`src/waypoint_velocity_profiler_assert.svh`:
```
// ----------------------------------------------------------------------------
// Waypoint velocity profiler assertion macros
// Shared assertion wrappers; they compile to nothing in synthesis.
// ----------------------------------------------------------------------------
`ifndef WAYPOINT_VELOCITY_PROFILER_ASSERT_SVH
`define WAYPOINT_VELOCITY_PROFILER_ASSERT_SVH

`ifndef SYNTHESIS
// condition holds at every clock edge outside reset
`define WVP_ASSERT(lbl, cond) \
    lbl: assert property (@(posedge i_clk) disable iff (!i_rst_n) (cond)) \
        else $error("wvp assertion failed");
// consequence holds in the cycle after the antecedent
`define WVP_ASSERT_NEXT(lbl, ante, cons) \
    lbl: assert property (@(posedge i_clk) disable iff (!i_rst_n) (ante) |=> (cons)) \
        else $error("wvp assertion failed");
`else
`define WVP_ASSERT(lbl, cond)
`define WVP_ASSERT_NEXT(lbl, ante, cons)
`endif

`endif

```
`src/wvp_pkg.sv`:
```
// ----------------------------------------------------------------------------
// Waypoint velocity profiler package
// Types, constants and helper functions shared by the profiler modules.
// ----------------------------------------------------------------------------
package wvp_pkg;

    localparam int unsigned ROUTE_DEPTH_DEF = 16;

    // configuration port
    localparam int unsigned CFG_IDX_W  = 3;
    localparam int unsigned CFG_DATA_W = 20;
    localparam logic [CFG_IDX_W-1:0] CFG_TICK_PERIOD  = 3'd0;
    localparam logic [CFG_IDX_W-1:0] CFG_LIN_ACC      = 3'd1;
    localparam logic [CFG_IDX_W-1:0] CFG_ANG_ACC      = 3'd2;
    localparam logic [CFG_IDX_W-1:0] CFG_DIST_MARGIN  = 3'd3;
    localparam logic [CFG_IDX_W-1:0] CFG_ANGLE_MARGIN = 3'd4;

    localparam logic [16:0] TICK_PERIOD_RST  = 17'd655;
    localparam logic [19:0] LIN_ACC_RST      = 20'd32768;
    localparam logic [19:0] ANG_ACC_RST      = 20'd104858;
    localparam logic [16:0] DIST_MARGIN_RST  = 17'd1311;
    localparam logic [16:0] ANGLE_MARGIN_RST = 17'd1144;

    localparam logic [31:0] STAY_FOREVER = 32'hFFFF_FFFF;
    localparam logic [30:0] DIST_MAX     = 31'h7FFF_FFFF;

    // stream payload widths
    localparam int unsigned S_TDATA_W = 296;
    localparam int unsigned M_TDATA_W = 136;
    localparam int unsigned M_TUSER_W = 2;

    // divider width (twice the largest acceleration limit)
    localparam int unsigned DIV_W = 21;

    typedef enum logic [1:0] {
        DM_POS   = 2'd0,
        DM_SPEED = 2'd1,
        DM_WAIT  = 2'd2
    } t_drive;

    typedef enum logic [1:0] {
        MOT_STILL = 2'd0,
        MOT_ROT   = 2'd1,
        MOT_LIN   = 2'd2,
        MOT_CURVE = 2'd3
    } t_motion;

    typedef enum logic [1:0] {
        ALU_MUL  = 2'd0,
        ALU_DIV  = 2'd1,
        ALU_SQRT = 2'd2
    } t_alu_op;

    // tick sequencer states
    typedef enum logic [4:0] {
        S_IDLE, S_RD_NEXT, S_RD_CUR, S_CAPT, S_MEAS, S_SQY, S_SQRT, S_DIST,
        S_DECIDE, S_T1, S_T2, S_T3, S_T4, S_RAMP, S_UPD, S_POS, S_WAIT,
        S_OUT, S_AW
    } t_state;

    typedef struct packed {
        logic    start;
        t_alu_op op;
    } t_alu_req;

    typedef struct packed {
        logic [31:0] x;
        logic [31:0] y;
        logic [31:0] spd;
        logic [31:0] trn;
        logic [31:0] heading;
        logic [31:0] stay;
        logic [1:0]  kind;
    } t_route_entry;

    // clamp a wide signed value to 32 bits
    function automatic logic signed [31:0] sat32(input logic signed [33:0] v);
        logic signed [31:0] res;
        if (v > 34'sh0_7FFF_FFFF) begin
            res = 32'sh7FFF_FFFF;
        end else if (v < -34'sh0_8000_0000) begin
            res = 32'sh8000_0000;
        end else begin
            res = v[31:0];
        end
        return res;
    endfunction

endpackage

```
`src/wvp_route_mem.sv`:
```
// ----------------------------------------------------------------------------
// Waypoint route memory
// Single write port, single registered read port holding the waypoint queue.
// ----------------------------------------------------------------------------
module wvp_route_mem #(
    parameter int unsigned DEPTH = wvp_pkg::ROUTE_DEPTH_DEF,
    parameter int unsigned AW    = $clog2(DEPTH)
) (
    input  logic                  i_clk,
    input  logic                  i_we,
    input  logic [AW-1:0]         i_waddr,
    input  wvp_pkg::t_route_entry i_wdata,
    input  logic                  i_re,
    input  logic [AW-1:0]         i_raddr,
    output wvp_pkg::t_route_entry o_rdata
);
    import wvp_pkg::*;

    t_route_entry r_mem [DEPTH];
    t_route_entry r_rdata;

    // write port
    always_ff @(posedge i_clk) begin
        if (i_we) begin
            r_mem[i_waddr] <= i_wdata;
        end
    end

    // registered read port
    always_ff @(posedge i_clk) begin
        if (i_re) begin
            r_rdata <= r_mem[i_raddr];
        end
    end

    assign o_rdata = r_rdata;

endmodule

```
`config.mk`:
```
export PLATFORM = sky130hd
export DESIGN_NAME = wvp_route_mem
export DESIGN_NICKNAME = d
export VERILOG_FILES = /design/src/waypoint_velocity_profiler_assert.svh /design/src/wvp_pkg.sv /design/src/wvp_route_mem.sv
export SDC_FILE = /design/constraint.sdc
export NUM_CORES = 2
export LEC_CHECK = 0
export BUFFER_PORTS_ARGS = -buffer_cell sky130_fd_sc_hd__buf_2
export CORE_MARGIN = 2
export CORE_UTILIZATION = 30
export DETAILED_ROUTE_END_ITERATION = 8
export MAX_ROUTING_LAYER = met4
export PLACE_DENSITY = 0.47
export SYNTH_ARGS = -nofsm -noshare
export SYNTH_HDL_FRONTEND = slang
export SYNTH_SLANG_ARGS = --single-unit
export TNS_END_PERCENT = 30
```
`constraint.sdc`:
```
create_clock -name i_clk -period 28.1 [get_ports i_clk]
set_input_delay 0 -clock i_clk [delete_from_list [all_inputs] [get_ports i_clk]]
set_output_delay 0 -clock i_clk [all_outputs]
set_load 0.05 [all_outputs]
```
==> flow_summary.toml <==
[drt]
first_iter_violations = 5026
wl_um = 338000
vias = 58004
via_per_inst = 4.90
drc = 0
post_drt_wl_per_cell_um = 28.5
final_antenna_net_count = 0
dr.pass1.iters = 7

[yosys]
synth_cell_type_count = 24
yosys-top-cells-area = "edfxtp_1, mux4_2, a22oi_1"
synth_compound_area_share_pct = 2.55
synthXorXnorAreaFrac_pct = 0
synth_most_common_cell = "edfxtp_1"
synth_simple_gate_area_share_pct = 0.872
yosys-top-cells-count = "edfxtp_1, mux4_2, a22oi_1"
yosysSeqAreaShare_pct = 81.0
ys_warn_count = 0
synth_top_family_by_area = "multiplexers"
ys_dominant_reg_cell = "edfxtp_1"
synth.avg_cell_area_um2 = 24.1
synth_edf_count = 3298
ys_ff_latch = 3298
async_reset_ff_share_pct = 0
synth_area_um2 = 122000
syn_nets = 5280
synth_top_area_cell = "edfxtp_1"
synth-adder-area-share_pct = 0
yosys.area.top_type_share_pct = 81.0
synthMuxAreaShare_pct = 14.5
syn_inst = 5075

[timing]
setup_tns_ns = 0
post-route-min-period_ns = 4.67
finalSetupViolCount = 0
rsz0062_at_grt = "false"
fin_crit_sh_pct = 16.6
skew_ns = 0.0403
worst_slew_margin_rel_pct = 21.0
fmaxAchievable_mhz = 214
final_hold_viol_count = 0
worst_slew_pin_slew_ns = 1.18
drv_slew = 0

[worst_setup_path]
critPathSlowestCell = "buf_4"
path_class = "in2reg"
worstPathRequired_ns = 28.79
crit_path_end_kind = "flop"
cp_cell_sequence = "dlygate4sd3_1, buf_8, buf_4, buf_4, buf_4, buf_4, mux4_2, a22oi_1, nand2_1"
crit_buf_inv = 6
crit_fanout = 67
crit_family = "buffers and inverters"
critPathArrivalTime_ns = 5.37
path_common_cell = "buf_4"
start_kind = "input pin"
crit_path_max_incr_delay_ns = 0.90

[final_layout]
nets = 6287
fillers = 37352
area_growth_pct = 19.8
utilization_pct = 36.1
layout-drive-gt1-share_pct = 29.4
design_area_um2 = 146000

[floorplan]
fp-row-count = 234
initial_core_util_pct = 30.1
core_um2 = 406000
die_area_um2 = 413000
fp.dieH_um = 642
die_w_um = 642
ios = 399

[place]
placed_area_um2 = 131000
io_buffer_count = 398
hpwl_um = 170000
place_congestion = 0.723

[clocking]
cts_sinks = 3298
cts_tree = "built"
root_buffer = "clkbuf_16"
clk_transition_reported_paths_ns = 0.06
clockBufferDepth = 4
clk_latency_ns = 0.94
cts_buffers = 368
cts_resized = 0
h-tree-depth = 5

[pwr]
pwr_density_cell_nw_per_um2 = 73.7
ir_drop_mv = 0.0480
power_leakage_nw = 46.2

[global_route]
track_usage_pct = 16.6
grt_antenna_before_repair = 75
grt_max_degree = 137
grt_pass1_wl_um = 475000
globalRouteOverflowTotal = 0
grt_pass1_vias = 61680

[outcome]
status = "finished, final reports clean"

[hold_path]
hp-class = "in2reg"

[flow_run]
max_cap_viol_count = 0
[worst reg2reg max path: cells and delay by family, from the launching register on]
family | cells | cell delay, ns
buffers and inverters | 2 | 1.11
flip-flops | 1 | 0.36
AO/OA/AOI/OAI | 1 | 0.21
multiplexers | 1 | 0.46
AND/OR/NAND/NOR | 1 | 0.14
[cell type report]
cell class | count | area [µm²] | share of cell area (%)
sequential | 3298 | 99000 | 67.6
multi-input combinational | 1507 | 22100 | 15.1
clock buffer | 447 | 9570 | 6.53
timing repair buffer | 907 | 6940 | 4.74
tap | 5428 | 6790 | 4.64
clock inverter | 222 | 1910 | 1.30
antenna | 38 | 95.1 | 0.0649
[routing by layer]
metal / GRT usage [%] / share of wire, % / up-vias
met5: - / 0 / -
met4: 3.98 / 2.4 / 0
met3: 2.69 / 5.4 / 502
met2: 27.0 / 49 / 1660
met1: 21.7 / 43 / 31823
li1: - / - / 24019
[power breakdown]
| part | switching, W | internal (W) | leakage [nW] |
|---|---|---|---|
| combinational | 0.000403 | 0.000220 | 10.7 |
| clock | 0.00199 | 0.00259 | 5.56 |
| sequential | 0.0000352 | 0.00555 | 30.0 |
[flip-flops by register name, summed over array words and instances, names as in the netlist]
name,flops
o_rdata,194
r_mem,3104
[cells by family after synthesis]
group                  count (synthesis)
flip-flops                          3298
multiplexers                         860
AO/OA/AOI/OAI                        414
buffers and inverters                270
AND/OR/NAND/NOR                      233
[cell usage in the layout, fill, tap and decap left out, types with 23 or more instances in the layout]
cell type	count
edfxtp_1	3298
mux4_2	721
buf_2	393
dlygate4sd3_1	376
clkbuf_16	371
a22oi_1	324
nand2_1	141
buf_4	123
mux2_2	101
clkinv_1	100
clkbuf_1	76
clkinv_2	54
diode_2	38
mux2i_1	38
nor2b_1	35
o221ai_1	35
o21ai_0	26
nand2b_1	23
[metrics by stage]
stage | total power (W) | setup slack [ns] | cells | hold slack (ns)
after global routing | 0.0112 | 23.01 | 11841 | 0.0302
after floorplan | 0.00604 | 13.53 | 5075 | 0.0989
final | 0.0108 | 23.43 | 11847 | 0.0673
after global placement | 0.00626 | 22.99 | 10764 | 0.373
after CTS | 0.0109 | 23.40 | 11809 | 0.000142
after detailed placement | 0.00627 | 22.95 | 10764 | 0.384
[what timing repair did]
action / 4_1_cts / 5_1_grt
hold buffers: 376 / 0
hold endpoints to repair: 3517 / 0
setup buffers: 0 / 0
[worst paths after layout]
kind | cells past startpoint | slack [ns] | to | startpoint
setup / recovery | 9 | 23.43 | o_rdata[78]$_DFFE_PP_ | i_raddr[1]
hold / removal | 2 | 0.07 | r_mem[0][159]$_DFFE_PP_ | i_wdata[159]
setup reg to reg | 5 | 25.56 | o_rdata[111]$_DFFE_PP_ | r_mem[8][111]$_DFFE_PP_
hold reg to reg | 3 | 0.73 | o_rdata[77]$_DFFE_PP_ | r_mem[15][77]$_DFFE_PP_
(Power assumes the default switching activity.)
