## src/waypoint_velocity_profiler_assert.svh

```systemverilog
// ----------------------------------------------------------------------------
// Waypoint velocity profiler assertion macros
// Shared assertion wrappers; they compile to nothing in synthesis.
// ----------------------------------------------------------------------------
`ifndef WAYPOINT_VELOCITY_PROFILER_ASSERT_SVH
`define WAYPOINT_VELOCITY_PROFILER_ASSERT_SVH

`ifndef SYNTHESIS
// condition holds at every clock edge outside reset
`define WVP_ASSERT(lbl, cond) \
    lbl: assert property (@(posedge i_clk) disable iff (!i_rst_n) (cond)) \
        else $error("wvp assertion failed");
// consequence holds in the cycle after the antecedent
`define WVP_ASSERT_NEXT(lbl, ante, cons) \
    lbl: assert property (@(posedge i_clk) disable iff (!i_rst_n) (ante) |=> (cons)) \
        else $error("wvp assertion failed");
`else
`define WVP_ASSERT(lbl, cond)
`define WVP_ASSERT_NEXT(lbl, ante, cons)
`endif

`endif

```

## src/wvp_pkg.sv

```systemverilog
// ----------------------------------------------------------------------------
// Waypoint velocity profiler package
// Types, constants and helper functions shared by the profiler modules.
// ----------------------------------------------------------------------------
package wvp_pkg;

    localparam int unsigned ROUTE_DEPTH_DEF = 16;

    // configuration port
    localparam int unsigned CFG_IDX_W  = 3;
    localparam int unsigned CFG_DATA_W = 20;
    localparam logic [CFG_IDX_W-1:0] CFG_TICK_PERIOD  = 3'd0;
    localparam logic [CFG_IDX_W-1:0] CFG_LIN_ACC      = 3'd1;
    localparam logic [CFG_IDX_W-1:0] CFG_ANG_ACC      = 3'd2;
    localparam logic [CFG_IDX_W-1:0] CFG_DIST_MARGIN  = 3'd3;
    localparam logic [CFG_IDX_W-1:0] CFG_ANGLE_MARGIN = 3'd4;

    localparam logic [16:0] TICK_PERIOD_RST  = 17'd655;
    localparam logic [19:0] LIN_ACC_RST      = 20'd32768;
    localparam logic [19:0] ANG_ACC_RST      = 20'd104858;
    localparam logic [16:0] DIST_MARGIN_RST  = 17'd1311;
    localparam logic [16:0] ANGLE_MARGIN_RST = 17'd1144;

    localparam logic [31:0] STAY_FOREVER = 32'hFFFF_FFFF;
    localparam logic [30:0] DIST_MAX     = 31'h7FFF_FFFF;

    // stream payload widths
    localparam int unsigned S_TDATA_W = 296;
    localparam int unsigned M_TDATA_W = 136;
    localparam int unsigned M_TUSER_W = 2;

    // divider width (twice the largest acceleration limit)
    localparam int unsigned DIV_W = 21;

    typedef enum logic [1:0] {
        DM_POS   = 2'd0,
        DM_SPEED = 2'd1,
        DM_WAIT  = 2'd2
    } t_drive;

    typedef enum logic [1:0] {
        MOT_STILL = 2'd0,
        MOT_ROT   = 2'd1,
        MOT_LIN   = 2'd2,
        MOT_CURVE = 2'd3
    } t_motion;

    typedef enum logic [1:0] {
        ALU_MUL  = 2'd0,
        ALU_DIV  = 2'd1,
        ALU_SQRT = 2'd2
    } t_alu_op;

    // tick sequencer states
    typedef enum logic [4:0] {
        S_IDLE, S_RD_NEXT, S_RD_CUR, S_CAPT, S_MEAS, S_SQY, S_SQRT, S_DIST,
        S_DECIDE, S_T1, S_T2, S_T3, S_T4, S_RAMP, S_UPD, S_POS, S_WAIT,
        S_OUT, S_AW
    } t_state;

    typedef struct packed {
        logic    start;
        t_alu_op op;
    } t_alu_req;

    typedef struct packed {
        logic [31:0] x;
        logic [31:0] y;
        logic [31:0] spd;
        logic [31:0] trn;
        logic [31:0] heading;
        logic [31:0] stay;
        logic [1:0]  kind;
    } t_route_entry;

    // clamp a wide signed value to 32 bits
    function automatic logic signed [31:0] sat32(input logic signed [33:0] v);
        logic signed [31:0] res;
        if (v > 34'sh0_7FFF_FFFF) begin
            res = 32'sh7FFF_FFFF;
        end else if (v < -34'sh0_8000_0000) begin
            res = 32'sh8000_0000;
        end else begin
            res = v[31:0];
        end
        return res;
    endfunction

endpackage

```

## src/wvp_serial_alu.sv

```systemverilog
// ----------------------------------------------------------------------------
// Waypoint profiler serial arithmetic unit
// Bit-serial multiply (32x32), restoring divide (64/21) and square root (64).
// ----------------------------------------------------------------------------
module wvp_serial_alu (
    input  logic              i_clk,
    input  logic              i_rst_n,
    input  wvp_pkg::t_alu_req i_req,
    input  logic [63:0]       i_a,
    input  logic [31:0]       i_b,
    output logic              o_busy,
    output logic              o_done,
    output logic [63:0]       o_res
);
    `include "waypoint_velocity_profiler_assert.svh"
    import wvp_pkg::*;

    t_alu_op     r_op;
    logic        r_busy;
    logic        r_done;
    logic [6:0]  r_cnt;
    logic [34:0] r_hi;
    logic [63:0] r_lo;
    logic [31:0] r_b;
    logic [31:0] r_root;

    logic [32:0] mul_t;
    logic [21:0] div_sh;
    logic        div_ge;
    logic [21:0] div_rem;
    logic [34:0] sq_sh;
    logic [34:0] sq_tr;
    logic        sq_ge;

    // one step of each operation
    always_comb begin
        mul_t   = {1'b0, r_hi[31:0]} + (r_lo[0] ? {1'b0, r_b} : 33'd0);
        div_sh  = {r_hi[20:0], r_lo[63]};
        div_ge  = div_sh >= {1'b0, r_b[DIV_W-1:0]};
        div_rem = div_sh - {1'b0, r_b[DIV_W-1:0]};
        sq_sh   = {r_hi[32:0], r_lo[63:62]};
        sq_tr   = {1'b0, r_root, 2'b01};
        sq_ge   = sq_sh >= sq_tr;
    end

    // control
    always_ff @(posedge i_clk) begin
        if (!i_rst_n) begin
            r_busy <= 1'b0;
            r_done <= 1'b0;
            r_cnt  <= '0;
        end else begin
            r_done <= 1'b0;
            if (i_req.start) begin
                r_busy <= 1'b1;
                r_cnt  <= (i_req.op == ALU_DIV) ? 7'd64 : 7'd32;
            end else if (r_busy) begin
                r_cnt <= r_cnt - 7'd1;
                if (r_cnt == 7'd1) begin
                    r_busy <= 1'b0;
                    r_done <= 1'b1;
                end
            end
        end
    end

    // shift datapath
    always_ff @(posedge i_clk) begin
        if (i_req.start) begin
            r_op   <= i_req.op;
            r_hi   <= '0;
            r_lo   <= i_a;
            r_b    <= i_b;
            r_root <= '0;
        end else if (r_busy) begin
            case (r_op)
                ALU_MUL: begin
                    r_hi <= {3'b000, mul_t[32:1]};
                    r_lo <= {r_lo[63:32], mul_t[0], r_lo[31:1]};
                end
                ALU_DIV: begin
                    r_hi <= div_ge ? {14'd0, div_rem[20:0]} : {14'd0, div_sh[20:0]};
                    r_lo <= {r_lo[62:0], div_ge};
                end
                ALU_SQRT: begin
                    r_hi   <= sq_ge ? (sq_sh - sq_tr) : sq_sh;
                    r_root <= {r_root[30:0], sq_ge};
                    r_lo   <= {r_lo[61:0], 2'b00};
                end
                default: begin
                    r_hi <= r_hi;
                end
            endcase
        end
    end

    // result select
    always_comb begin
        case (r_op)
            ALU_MUL:  o_res = {r_hi[31:0], r_lo[31:0]};
            ALU_DIV:  o_res = r_lo;
            ALU_SQRT: o_res = {32'd0, r_root};
            default:  o_res = '0;
        endcase
    end

    assign o_busy = r_busy;
    assign o_done = r_done;

    `WVP_ASSERT(a_alu_no_restart, !(i_req.start && r_busy))
    `WVP_ASSERT_NEXT(a_alu_done_idle, r_done, !r_busy && !r_done)
    `WVP_ASSERT(a_alu_cnt_live, !r_busy || r_cnt != 7'd0)
endmodule

```

## config.mk

```make
export PLATFORM = sky130hd
export DESIGN_NAME = wvp_serial_alu
export DESIGN_NICKNAME = d
export VERILOG_FILES = /design/src/wvp_pkg.sv /design/src/wvp_serial_alu.sv
export VERILOG_INCLUDE_DIRS = /design/src /design/src/src
export SDC_FILE = /design/constraint.sdc
export NUM_CORES = 1
export LEC_CHECK = 0
export CAP_MARGIN = 20
export CORE_MARGIN = 4
export CORE_UTILIZATION = 46
export CTS_BUF_LIST = sky130_fd_sc_hd__clkbuf_4
export DETAILED_ROUTE_END_ITERATION = 16
export DONT_BUFFER_PORTS = 1
export GPL_ROUTABILITY_DRIVEN = 0
export GPL_TIMING_DRIVEN = 0
export PLACE_DENSITY_LB_ADDON = 0.05
export SLEW_MARGIN = 10
export SYNTH_ARGS = -nofsm -noshare
export SYNTH_HDL_FRONTEND = slang
export SYNTH_SLANG_ARGS = --single-unit
```

## constraint.sdc

```tcl
create_clock -name i_clk -period 13.8 [get_ports i_clk]
set_clock_uncertainty 0.1 [all_clocks]
set_input_delay 3.45 -clock i_clk [delete_from_list [all_inputs] [get_ports i_clk]]
set_output_delay 3.45 -clock i_clk [all_outputs]
set_load 0.02 [all_outputs]
```

==> results of run 1 <==
-- per-stage QoR --
stage | total power (uW) | setup slack (ps) | util, % | instances | area (um^2)
after floorplan | 1150 | 8430 | - | 1689 | 13700
after global placement | 1350 | 7340 | 48.8 | 2073 | 14200
after detailed placement | 1360 | 7350 | 48.9 | 2074 | 14200
after CTS | 1700 | 6650 | 50.0 | 2106 | 14500
after global routing | 1800 | 6420 | 50.0 | 2107 | 14500
final | 1710 | 6570 | 50.0 | 2107 | 14500
-- flip-flops by register name (all words and copies together), names as in the netlist --
register and cells:
o_busy 1, o_done 1, r_b 32, r_cnt 7
r_hi 33, r_lo 64, r_op 2, r_root 32
-- cell type report --
cell class / instances / area, um^2 / share of cell area, %
buffer: 115 / 462 / 3.17
inverter: 85 / 319 / 2.19
timing repair buffer: 1 / 15.0 / 0.103
tap: 384 / 480 / 3.30
antenna: 1 / 2.50 / 0.0172
clock buffer: 18 / 135 / 0.929
multi-input combinational: 1317 / 8520 / 58.6
sequential: 172 / 4420 / 30.4
clock inverter: 14 / 185 / 1.27
-- cells in the final DEF, fill, tap and decap left out, drive strengths merged, types with 20 or more instances in the layout --
cell type,n
a31oi,20
o21ai,96
and2,46
clkbuf,117
o31ai,35
a21o,29
inv,88
ha,93
nor2,167
nand3,32
edfxtp,98
a22oi,103
a21oi,120
nor3,28
nand2,202
xor2,36
xnor2,32
a221oi,38
dfxtp,74
a211oi,25
-- critical path: stages (launching register included) --
cell      delay, ps
edfxtp_1        460
inv_1           110
ha_1            140
clkbuf_1        620
clkbuf_1        630
clkbuf_1        520
a22oi_1         180
nor2_1          400
-- logic make-up after synthesis --
| family | count (synthesis) |
|---|---|
| buf+inv | 200 |
| flops | 172 |
| fa+ha+maj | 95 |
| mux | 23 |
| simple gates | 550 |
| compound gates | 581 |
| xor+xnor | 68 |
-- routing by layer --
layer	routed length, um	up-vias	track usage, %
li1	-	6321	-
met1	22000	6478	41.3
met2	22600	599	46.3
met3	4400	62	5.47
met4	1080	0	7.38
met5	0	-	0
-- power by group --
| part | switching, uW | internal, uW |
|---|---|---|
| sequential | 66.6 | 591 |
| clock | 210 | 132 |
| combinational | 460 | 250 |
-- worst paths after layout --
kind / cells after the start / end / startpoint
max: 7 / o_res[3] / r_op[0]
min reg2reg: 2 / r_root[20] / r_root[19]
min: 2 / r_root[20] / r_root[19]
max reg2reg: 12 / r_hi[28] / r_lo[0]
-- synth_stat cells, types with 28 or more instances --
master	instances	area, um^2
inv_1	84	315
a22oi_1	103	773
dfxtp_1	74	1480
edfxtp_1	98	2940
o31ai_1	35	263
nand2_1	202	758
a221oi_1	38	333
xnor2_1	32	280
clkbuf_1	98	368
o21ai_0	96	480
a21oi_1	118	591
ha_1	93	1160
xor2_1	36	315
nor2_1	167	627
nand3_1	32	160
nor3_1	28	140
a21o_1	29	218
and2_1	46	288
==> results.md, run 1 <==
- Status: completed
- Final Setup Violations: 0
- H-tree depth: 4
- VDD IR max: just over 0.07 mV
- Max-slew headroom: a little under a third
- Post-synthesis compound-gate area fraction: about 29%
- Most used DFF post-synth: edfxtp_1
- Root Buffer: clkbuf_4
- CTS Buffer Depth: 2
- DR vias/cell: about 6.4
- Unrepaired setup endpoints after global routing: false
- Final Hold Viols: 0
- Cts repair resizes: 0
- # rows: 62
- Chip height: 181 um
- Syn_nets: 1885
- Clock Sinks: around 170
- 1st-iter DRT viols: about 1500
- CP Class: register to primary output
- CTS tree: built
- Nets: roughly 1900
- Hold_buf cts: 0
- Initial antenna violation count: 1
- Syn Inst Count: around 1700
- Num CTS Buffers: 17
- Die X: ~180 um
- Synthesized flop and latch total: between 150 and 200
- Vias in the first global route: ~13000
- Final Critical Period: 7230 ps
- WP data required: roughly 10000 ps
- Max-slew violation count: 0
- Largest family of logic cells by synthesized area: compound AO/OA/AOI/OAI gates
- Fillers: 2954
- Syn_area_per_cell: 8.12 um^2
- Post-Synth Adder-Cell Area: between 8 and 9%
- Port Buffers: 0
- Flop2flop setup slack: 9310 ps
- Post-Synth XOR/XNOR Area: under 10%
- Area of the mapped netlist: 13700 um^2
- Antenna Nets Post-Route: 0
- Setup TNS: 0 ps
- Leakage: 0.00561 uW
- DRC Markers: 0
- Fmax: between 100 and 150 MHz
- Hold Crit Class: register to register
- Worst skew pair latency: approximately 630 ps
- Initial Util: a little under half
- Synth async-reset ratio: 0%
- Largest net degree at the start of global routing: 38
- Setup crit end kind: primary output
- Die ar.: between 30000 and 40000 um^2
- Grt ovf: 0
- Overall routing resource usage: 29.2%
- Avg WL per Cell: 23.8 um
- Post-Synth Simple-Gate Area: between 15 and 20%
- Yosys warns: 0
- Core area: just under 30000 um^2
- Post-CTS setup buffers: 0
- Yosys cell types: between 70 and 80
- 1st-pass router iterations: 6
- Worst Path Max Fanout: 10
- Power Dens Cells: approximately 120 nW/um^2
- First-pass GRT wire length: about 75 mm
- Worst path arrival time: 3680 ps
- Crit share post-route: approximately 52%
- Worst Max-Slew Pin Slew: between 1000 and 1500 ps
- Share of cells above drive strength 1: approximately 4.6%
- Area grow syn2layout: 6.09%
- Seq/Total Area, Yosys: roughly a third
- Worst hold slack: between 300 and 400 ps
- Final wirelength: between 50 and 60 mm
- Post-synth EDFFs: 98
- Mux contribution to synthesized area: ~1.8%
- I/O Pins: 167
- Worst-path clk slew: roughly 180 ps
- Startpoint Class: register
- Max-Cap Viols: 0
- DR vias: 13500
- Hpwl dp: around 39 mm
Power figures use the tool's default switching activity.
==> inputs of run 2 (changes only) <==
Settings changed: ABC_AREA from default to 1.
Clock period 13.8 ns to 6.71 ns, I/O delays scaled along.
==> run 2 against run 1 <==
Critical endpoint is now o_res[52]. Flip-flop and latch count unchanged. Register-to-register slack worse by 6400 ps. Worst setup slack worse by 4800 ps. Core utilization down 0.40 points. First-iteration DRC count up 13%. Final cell count up 36%. Synthesized cell count up 41%. Total power up 120%.
==> results.md, run 2 <==
- FF+latch area: 4420 um^2
- # rows: 66
- Final Hold Viols: 0
- Mux contribution to synthesized area: 0%
- Initial Util: 46.7%
- Post-synthesis compound-gate area fraction: 18.7%
- Largest family of logic cells by synthesized area: simple AND/OR/NAND/NOR gates
- Grt met3 use: 7.80%
- Max-slew headroom: 40.5%
- CP most frequent cell: clkbuf_1
- Largest reg by FF count: r_lo
- Max-slew violation count: 0
- Syn_area_per_cell: approximately 6.4 um^2
- Seq/Total Area, Yosys: 29.1%
- H-tree depth: 4
- Vias in the first global route: approximately 15000
- VDD IR max: about 0.16 mV
- Largest net degree at the start of global routing: 38
- Yosys cell types: approximately 50
- First-pass GRT wire length: between 80 and 90 mm
- Dpl ws: roughly 2600 ps
- Setup crit end kind: primary output
- Crit share post-route: between 70 and 80%
- Fillers: approximately 3600
- Die ar.: approximately 36000 um^2
- Synthesized flop and latch total: between 150 and 200
- Met1 Use GR: between 40% and 50%
- 1st-iter DRT viols: between 1500 and 2000
- Overall routing resource usage: 31.0%
- Worst path arrival time: ~3100 ps
- Most used DFF post-synth: edfxtp_1
- Area of the mapped netlist: 15200 um^2
- Grt met2 use: between 40% and 50%
- Most common cell after layout, fill and taps aside: nand2_1
- Port Buffers: 0
- Status: completed
- Family with the most delay on the worst path: buffers and inverters
- Setup TNS: 0 ps
- Fmax: between 200 and 250 MHz
- Antenna Nets Post-Route: 0
- I/O Pins: around 170
- Leakage: about 0.0080 uW
- Worst path cell trace: inv_1, ha_1, clkbuf_1, clkbuf_1, nand2_1, a21oi_1
- Grt ovf: 0
- Yosys warns: 0
- Cts repair resizes: 0
- Worst Max-Slew Pin Slew: between 800 and 900 ps
- Fin worst setup slack: 1820 ps
- DR vias: 16300
- Bufs and invs on worst path: 3
- Synth async-reset ratio: 0%
- R2R depth: 18
- Unrepaired setup endpoints after global routing: false
- Die X: about 190 um
- Worst skew pair latency: 670 ps
- Share of cells above drive strength 1: ~4.2%
- Flop2flop setup slack: slightly below 3000 ps
- Worst-path clk slew: approximately 150 ps
- Max-Cap Viols: 0
- Count leader, synth: nand2_1
- Post-CTS setup buffers: 0
- Max reg flops: 64
- Num CTS Buffers: 17
- Hold Path Cell Cnt: 2
- Syn Inst Count: around 2400
- Hpwl dp: about 47 mm
- CP max stage delay: ~490 ps
- Hold_buf cts: 0
- Nets: between 2000 and 3000
- Area grow syn2layout: 6.30%
- Chip height: between 150 and 200 um
- Hold Crit Class: register to register
- DRC Markers: 0
- WP data required: 4930 ps
- Final Setup Violations: 0
- Yosys top cell area share: roughly a fifth
- Power Dens Cells: about 230 nW/um^2
- Most frequent cells in the layout: 698 x nand2_1, 331 x inv_1, 238 x a21oi_1, 205 x nor2_1, 154 x nand3_1
- Synth top area cells: edfxtp_1 19%, nand2_1 17%, dfxtp_1 9.7%, inv_1 8.2%, a21oi_1 7.8%
- Final Critical Period: slightly below 5000 ps
- Largest registers: r_lo: 64 flops, r_hi: 33 flops
- Initial antenna violation count: 6
- CTS Buffer Depth: 2
- Critical path depth in cells: 6
- Post-Synth Simple-Gate Area: between 30% and 40%
- Avg WL per Cell: 19.9 um
- Post-synth top area cell: edfxtp_1
- Post-Synth XOR/XNOR Area: between 1 and 1.5%
- Multi-input gate area: ~9100 um^2
- Clock Sinks: 172
- CP Class: register to primary output
- Gr busiest metal: met2
- Synth top cells by count: 698 x nand2_1, 331 x inv_1, 238 x a21oi_1
- Root Buffer: clkbuf_4
- Post-Synth Adder-Cell Area: 7.91%
- CP max stage cell: clkbuf_1
- Syn_nets: ~2600
- Post-synth EDFFs: 98
- DR vias/cell: 5.69
- Worst Path Max Fanout: 10
- Core area: between 30000 and 40000 um^2
- CTS tree: built
- Startpoint Class: register
- Final wirelength: 57.1 mm
- 1st-pass router iterations: 8
[run 2: cell types whose count changed in the layout (fill, tap and decap cells not counted), moves of 25 or more]
cell,change
a21oi_1,+120
a221oi_1,-35
a22oi_1,-102
and2_1,-43
clkbuf_1,-32
inv_1,+247
nand2_1,+497
nand3_1,+122
nor2_1,+38
o21ai_0,+25
o22ai_1,+28
o31ai_1,-34
xor2_1,-31
[run 2: metal layers]
metal | vias up | part of all wire [%]
li1 | 7915 | -
met3 | 141 | 10
met1 | 7535 | 43
met4 | 10 | 3.5
met2 | 737 | 43
met5 | - | 0.12
[run 2: final timing paths]
path,start,end
worst max-delay path,r_op[1],o_res[52]
worst min-delay path,r_cnt[1],r_cnt[1]
worst max register to register,r_lo[0],r_hi[19]
worst min register to register,r_cnt[1],r_cnt[1]
[run 2: logic make-up (layout without fill, tap and decap cells)]
| family | Yosys count | after routing |
|---|---|---|
| and+or+nand+nor | 1153 | 1153 |
| xor gates and xnor gates | 25 | 25 |
| DFF | 172 | 172 |
| adders and majority gates | 95 | 95 |
| buffers and inverters | 437 | 472 |
| other | 0 | 4 |
| AOI/OAI and AO/OA | 507 | 507 |
[run 2: area by class of cell]
| cell class | instances | share of cell area, % |
|---|---|---|
| clock inverters | 14 | 0.998 |
| multi-input cells | 1780 | 56.4 |
| plain buffers | 92 | 2.49 |
| repair buffers | 3 | 0.433 |
| clock buffers | 18 | 0.835 |
| diodes | 4 | 0.0619 |
| well taps | 442 | 3.42 |
| flip-flops and latches | 172 | 27.3 |
| inverters | 345 | 8.00 |
[run 2: where the power goes]
part / switching, uW / internal [uW] / leakage, uW
registers: 122 / 1220 / 0.00158
clock network: 428 / 235 / 0.000165
logic: 1200 / 545 / 0.00623
[run 2: worst register-to-register path: stages, from the launching register on]
cell,delay [ps]
edfxtp_1,360
clkbuf_1,530
clkbuf_1,600
nand2_1,110
inv_1,90
ha_1,280
fa_1,260
nand3_1,90
nand2_1,140
nand3_1,90
nand2_1,170
nand2_1,90
nand2_1,160
nand2_1,70
nand2_1,80
nor2_1,40
o21ai_0,240
inv_1,70
a21oi_1,130
[run 2: stage by stage]
step           instance area [um^2]  util [%]  std cells  hold slack (ps)  total power [uW]
6_report                      16200      49.6       2870              406              3750
5_1_grt                       16200      49.6       2869              429              4000
4_1_cts                       16200      49.6       2866              403              3730
3_5_place_dp                  15900      48.7       2834              384              3070
3_3_place_gp                  15800      48.4       2831              377              3050
2_1_floorplan                 15200         -       2389              353              2570
